## src/hdl/hbe_pkg.sv

```systemverilog
// Shared constants and types for the table-driven Huffman byte encoder.
// Used by hbe_lookup, hbe_packer and huffman_byte_encoder_packer.
`timescale 1ns / 1ps

package hbe_pkg;

  // Operation codes carried on in_tuser
  localparam logic [1:0] OP_LOAD   = 2'd0;
  localparam logic [1:0] OP_ENCODE = 2'd1;
  localparam logic [1:0] OP_FLUSH  = 2'd2;

  localparam int MAX_CODE_LEN = 32;
  // Stored lengths saturate at the smaller of MAX_CODE_LEN and the code field width
  localparam int LEN_CAP      = (MAX_CODE_LEN < 32) ? MAX_CODE_LEN : 32;
  // Pending bits (at most 7) followed by one code
  localparam int ACC_W        = LEN_CAP + 7;
  localparam int SHAMT_W      = $clog2(ACC_W + 1);

  // Item handed from the table lookup stage to the packer
  typedef struct packed {
    logic        flush;
    logic [31:0] code;
    logic [5:0]  len;
  } item_t;

endpackage

```

## src/hdl/hbe_packer.sv

```systemverilog
// Bit packer: merges a looked-up code with the pending bits and sends out
// up to four bytes, one per cycle while out_ready is high. Depends on hbe_pkg.
`timescale 1ns / 1ps

module hbe_packer (
  input  logic           clk,
  input  logic           rst_n,
  input  logic           item_valid,
  output logic           item_ready,
  input  hbe_pkg::item_t item,
  output logic           out_valid,
  input  logic           out_ready,
  output logic [7:0]     out_byte,
  output logic [3:0]     out_vbits,
  output logic           out_last
);

  localparam int AW = hbe_pkg::ACC_W;
  localparam int SW = hbe_pkg::SHAMT_W;

  logic [6:0]    pend_bits_r, pend_bits_nxt;
  logic [2:0]    pend_cnt_r, pend_cnt_nxt;
  logic [2:0]    rem_r;
  logic [1:0]    idx_r;
  logic [7:0]    byte_r [4];
  logic [3:0]    vb_r;

  logic          take;
  logic          out_take;
  logic [32:0]   mask;
  logic [AW-1:0] acc;
  logic [AW-1:0] aligned;
  logic [SW-1:0] total;
  logic [7:0]    cnt_mask;
  logic [2:0]    n_nxt;
  logic [3:0]    vb_nxt;
  logic [7:0]    bytes_nxt [4];

  assign out_valid  = (rem_r != 3'd0);
  assign out_take   = out_valid && out_ready;
  assign item_ready = (rem_r == 3'd0) || ((rem_r == 3'd1) && out_ready);
  assign take       = item_valid && item_ready;

  always_comb begin
    mask     = (33'd1 << item.len) - 33'd1;
    acc      = (AW'(pend_bits_r) << item.len) | AW'(item.code & mask[31:0]);
    total    = SW'(pend_cnt_r) + SW'(item.len);
    // first code bit lands in the top bit
    aligned  = acc << (SW'(AW) - total);
    cnt_mask = (8'd1 << total[2:0]) - 8'd1;
    for (int k = 0; k < 4; k++) begin
      bytes_nxt[k] = aligned[AW-1-8*k -: 8];
    end
    vb_nxt        = 4'd8;
    n_nxt         = 3'(total >> 3);
    pend_cnt_nxt  = total[2:0];
    pend_bits_nxt = acc[6:0] & cnt_mask[6:0];
    if (item.flush) begin
      bytes_nxt[0]  = {1'b0, pend_bits_r} << (4'd8 - {1'b0, pend_cnt_r});
      vb_nxt        = {1'b0, pend_cnt_r};
      n_nxt         = (pend_cnt_r != 3'd0) ? 3'd1 : 3'd0;
      pend_cnt_nxt  = 3'd0;
      pend_bits_nxt = 7'd0;
    end else if (item.len == 6'd0) begin
      n_nxt         = 3'd0;
      pend_cnt_nxt  = pend_cnt_r;
      pend_bits_nxt = pend_bits_r;
    end
  end

  always_ff @(posedge clk) begin
    if (!rst_n) begin
      pend_bits_r <= 7'd0;
      pend_cnt_r  <= 3'd0;
      rem_r       <= 3'd0;
      idx_r       <= 2'd0;
    end else if (take) begin
      pend_bits_r <= pend_bits_nxt;
      pend_cnt_r  <= pend_cnt_nxt;
      rem_r       <= n_nxt;
      idx_r       <= 2'd0;
    end else if (out_take) begin
      rem_r <= rem_r - 3'd1;
      idx_r <= idx_r + 2'd1;
    end
  end

  always_ff @(posedge clk) begin
    if (take) begin
      for (int k = 0; k < 4; k++) begin
        byte_r[k] <= bytes_nxt[k];
      end
      vb_r <= vb_nxt;
    end
  end

  assign out_byte  = byte_r[idx_r];
  assign out_vbits = vb_r;
  assign out_last  = (rem_r == 3'd1);

  a_rem_bound: assert property (@(posedge clk) disable iff (!rst_n)
    rem_r <= 3'd4)
    else $error("burst count above four");

  a_hold_on_stall: assert property (@(posedge clk) disable iff (!rst_n)
    (out_valid && !out_ready && !take) |=> (rem_r == $past(rem_r) && idx_r == $past(idx_r)))
    else $error("burst moved while stalled");

  a_flush_clears: assert property (@(posedge clk) disable iff (!rst_n)
    (take && item.flush) |=> (pend_cnt_r == 3'd0 && pend_bits_r == 7'd0))
    else $error("pending bits left after flush");

  a_ready_at_end: assert property (@(posedge clk) disable iff (!rst_n)
    item_ready |-> (rem_r <= 3'd1))
    else $error("new item taken mid-burst");

endmodule

```

## config.mk

```make
export PLATFORM = sky130hd
export DESIGN_NAME = hbe_packer
export DESIGN_NICKNAME = d
export VERILOG_FILES = /design/src/hdl/hbe_pkg.sv /design/src/hdl/hbe_packer.sv
export SDC_FILE = /design/constraint.sdc
export NUM_CORES = 1
export LEC_CHECK = 0
export BUFFER_PORTS_ARGS = -buffer_cell sky130_fd_sc_hd__buf_2
export CAP_MARGIN = 5
export CORE_UTILIZATION = 56
export CTS_CLUSTER_DIAMETER = 40
export DETAILED_ROUTE_END_ITERATION = 6
export GPL_TIMING_DRIVEN = 0
export PLACE_DENSITY = 0.78
export SLEW_MARGIN = 10
export SYNTH_ARGS = -nofsm -noshare
export SYNTH_HDL_FRONTEND = slang
export SYNTH_SLANG_ARGS = --single-unit
```

## constraint.sdc

```tcl
create_clock -name clk -period 5.1 [get_ports clk]
set_input_delay 1.275 -clock clk [delete_from_list [all_inputs] [get_ports clk]]
set_output_delay 1.275 -clock clk [all_outputs]
set_load 0.005 [all_outputs]
```

==> impl_metrics.yaml <==
outcome:
  outcome: "completed"
timing:
  skew_ns: 0.00534
  worstMarginPinSlew_ns: 0.916
  max_freq_mhz: 197
  rsz0062_at_grt: "yes"
  timing_hold_violations_final: 0
  setup_viol: 0
  relSlewSlack: 0.382
  drv_slew: 0
  setup_slack_ns: 0.0301
  fin_crit_ns: 5.07
  fin_crit_sh: 0.994
flow_run:
  cap_violations: 0
finish:
  synthToLayoutAreaGrowth_pct: 9.71
  regArea_mm2: 0.00142
  final_area_mm2: 0.00782
  layout_common_cells: "83 x nor2_1, 80 x nand2_1, 77 x buf_2"
  final_common_cell: "nor2_1"
  multi_input_area_mm2: 0.00529
  drive_gt1_frac: 0.195
  antennaDiodeCount: 0
  layout.cells.non_filler: 1101
  final_util: 0.640
  layout.nets: 987
  fillers: 1103
critical_path:
  crit_required_ns: 5.09
  crit_arrival_ns: 5.06
  cp-end-kind: "flop"
  critical_path_class: "in -> reg"
  critPathMaxFanout: 10
  startpoint_type: "input pin"
  rr_worst_depth: 9
routing:
  wire_per_inst_um: 28.4
  drc: 0
  drt_iter0_markers: 1537
  dr.pass1.iters: 7
  viasPerCell: 7.75
  ant_nets: 0
  wl_um: 31300
  vias: 8537
hold_path:
  min_path_type: "reg -> reg"
  hold_path_depth: 2
synth:
  synth_edf_count: 36
  yosys.area.top_type: "edfxtp_1"
  synth_top_area_frac: 0.152
  synth.distinct_cells: 104
  synth_area_mm2: 0.00712
  seq_area_frac_synth: 0.200
  yosys_most_used_dff: "edfxtp_1"
  ys_ff_latch: 53
  async_flop_share: 0
  synth.area.top_cells: "edfxtp_1 15%, mux4_2 7.3%, dfxtp_1 4.8%"
  ys_warn_count: 0
  syn_inst: 871
  postSynthAreaPerCell_um2: 8.18
  synth.net_count: 926
pwr:
  leakagePower_nw: 2.69
  seqPwrFrac: 0.241
  p_int_mw: 1.46
  power.density_mw_per_mm2: 368
  p_sw_mw: 1.42
  vdd_drop_max_v: 0.000179
  p_comb_frac: 0.645
  clockPowerShare: 0.114
  sw_frac_of_total: 0.491
floorplan:
  die_x_um: 115
  start_util: 0.583
  num_rows: 40
  die_y_um: 115
  core-area_mm2: 0.0122
  ios: 58
  dieArea_mm2: 0.0132
global_routing:
  grt_pass1_wl_um: 46600
  grt_max_degree: 44
  grt.overflow.total: 0
  grtUsageTotal: 0.481
  grt_pass1_vias: 7846
  antenna_found_initial: 0
cts:
  cts_root_buf: "clkbuf_16"
  cts.path.max_buffers: 2
  cts_hold_buf: 0
  clk_latency_ns: 0.30
  clkTransAtPathRegs_ns: 0.07
  htreeDepth: 2
  cts_buffers: 5
  cts_tree: "done"
  clock-sinks: 53
placement:
  dpl_worst_slack_ns: -0.908
  place_area_mm2: 0.00761
  dpl.hpwl_um: 24300
  placedCellCount: 1094
  place_congestion: 1.11
  port_buffers: 55
==> worst paths after layout <==
check / endpoint / start / slack, ns
min: rem_r[1] / rem_r[1] / 0.53
min reg2reg: rem_r[1] / rem_r[1] / 0.53
max: byte_r[0][1] / item[0] / 0.03
max reg2reg: byte_r[0][1] / pend_cnt_r[0] / 0.71
==> worst max-delay path, stage by stage <==
cell and delay, ns:
buf_2 0.12, ha_1 0.22, fa_1 0.43, xor2_1 0.33, clkbuf_1 0.51, clkbuf_1 0.66
buf_1 0.63, o221ai_1 0.30, o211ai_1 0.30, o2111ai_1 0.27
==> power by group through the flow <==
stage | logic [mW] | clock network, mW | registers (mW)
2_1_floorplan | 1.20 | 0 | 0.682
3_3_place_gp | 1.73 | 0 | 0.691
3_5_place_dp | 1.73 | 0 | 0.708
4_1_cts | 1.75 | 0.326 | 0.699
5_1_grt | 1.94 | 0.339 | 0.708
6_report | 1.86 | 0.327 | 0.695
==> logic make-up after synthesis <==
| group | count (synthesis) | share of synthesized area |
|---|---|---|
| compound gates | 312 | 0.334 |
| xor+xnor | 11 | 0.0155 |
| fa+ha+maj | 12 | 0.0221 |
| buf+inv | 100 | 0.0657 |
| flops | 53 | 0.200 |
| mux | 64 | 0.135 |
| simple gates | 319 | 0.229 |
==> synthesized netlist by cell type, types with 5 or more instances <==
library cell / count
a221oi_1: 6
nand4_1: 8
inv_1: 16
a21oi_1: 39
ha_1: 11
mux4_2: 23
o21ai_1: 6
o32ai_1: 5
o21a_1: 12
o221ai_1: 13
nor3_1: 27
or2_2: 5
a32o_1: 7
nand2b_1: 7
o211ai_1: 17
xnor2_1: 6
nor2_1: 84
o22ai_1: 25
clkbuf_1: 41
and2_1: 5
or3_1: 10
buf_2: 20
o31a_1: 5
a22oi_1: 12
o21ai_0: 34
mux2i_1: 26
dfxtp_1: 17
mux2_2: 11
o2bb2ai_1: 5
o2111ai_1: 8
o22a_1: 5
buf_6: 7
a22o_1: 6
a211o_1: 7
nor2b_1: 17
buf_1: 8
a22oi_2: 5
a211oi_1: 12
a32oi_1: 16
o31ai_1: 10
a31oi_1: 10
edfxtp_1: 36
nand2_1: 81
nand3_1: 28
==> metal layers <==
layer,GRT usage,vias up,part of all wire
met4,0.357,0,0.098
met2,0.744,854,0.41
met1,0.585,3866,0.35
li1,-,3586,-
met5,0,-,0
met3,0.114,231,0.14
==> metrics by stage <==
step / power (mW) / hold WS [ns] / TNS [ns]
6_report: 2.88 / 0.531 / 0
5_1_grt: 2.99 / 0.562 / -0.00622
4_1_cts: 2.77 / 0.539 / 0
3_5_place_dp: 2.44 / 0.526 / -21.75
3_3_place_gp: 2.42 / 0.503 / -20.78
2_1_floorplan: 1.88 / 0.485 / 0
==> state kept, by name (all words and copies together) (netlist names), named ones only <==
signal and flops:
rem_r 3, pend_cnt_r 3, pend_bits_r 7, byte_r 32, out_vbits 4, idx_r 2
==> cell type report <==
| class | instances | area share |
|---|---|---|
| plain buffers | 78 | 0.0500 |
| clock buffers | 5 | 0.0160 |
| clock inverters | 3 | 0.00224 |
| inverters | 20 | 0.00961 |
| multi-input cells | 718 | 0.677 |
| flip-flops and latches | 53 | 0.182 |
| well taps | 168 | 0.0269 |
| repair buffers | 56 | 0.0362 |
==> timing repair <==
action,CTS,global route
setup endpoints to repair,32,27
buffers inserted,0,1
pin swaps,1,1
resized for setup,11,7
cloned,0,0
(Power assumes the default switching activity.)
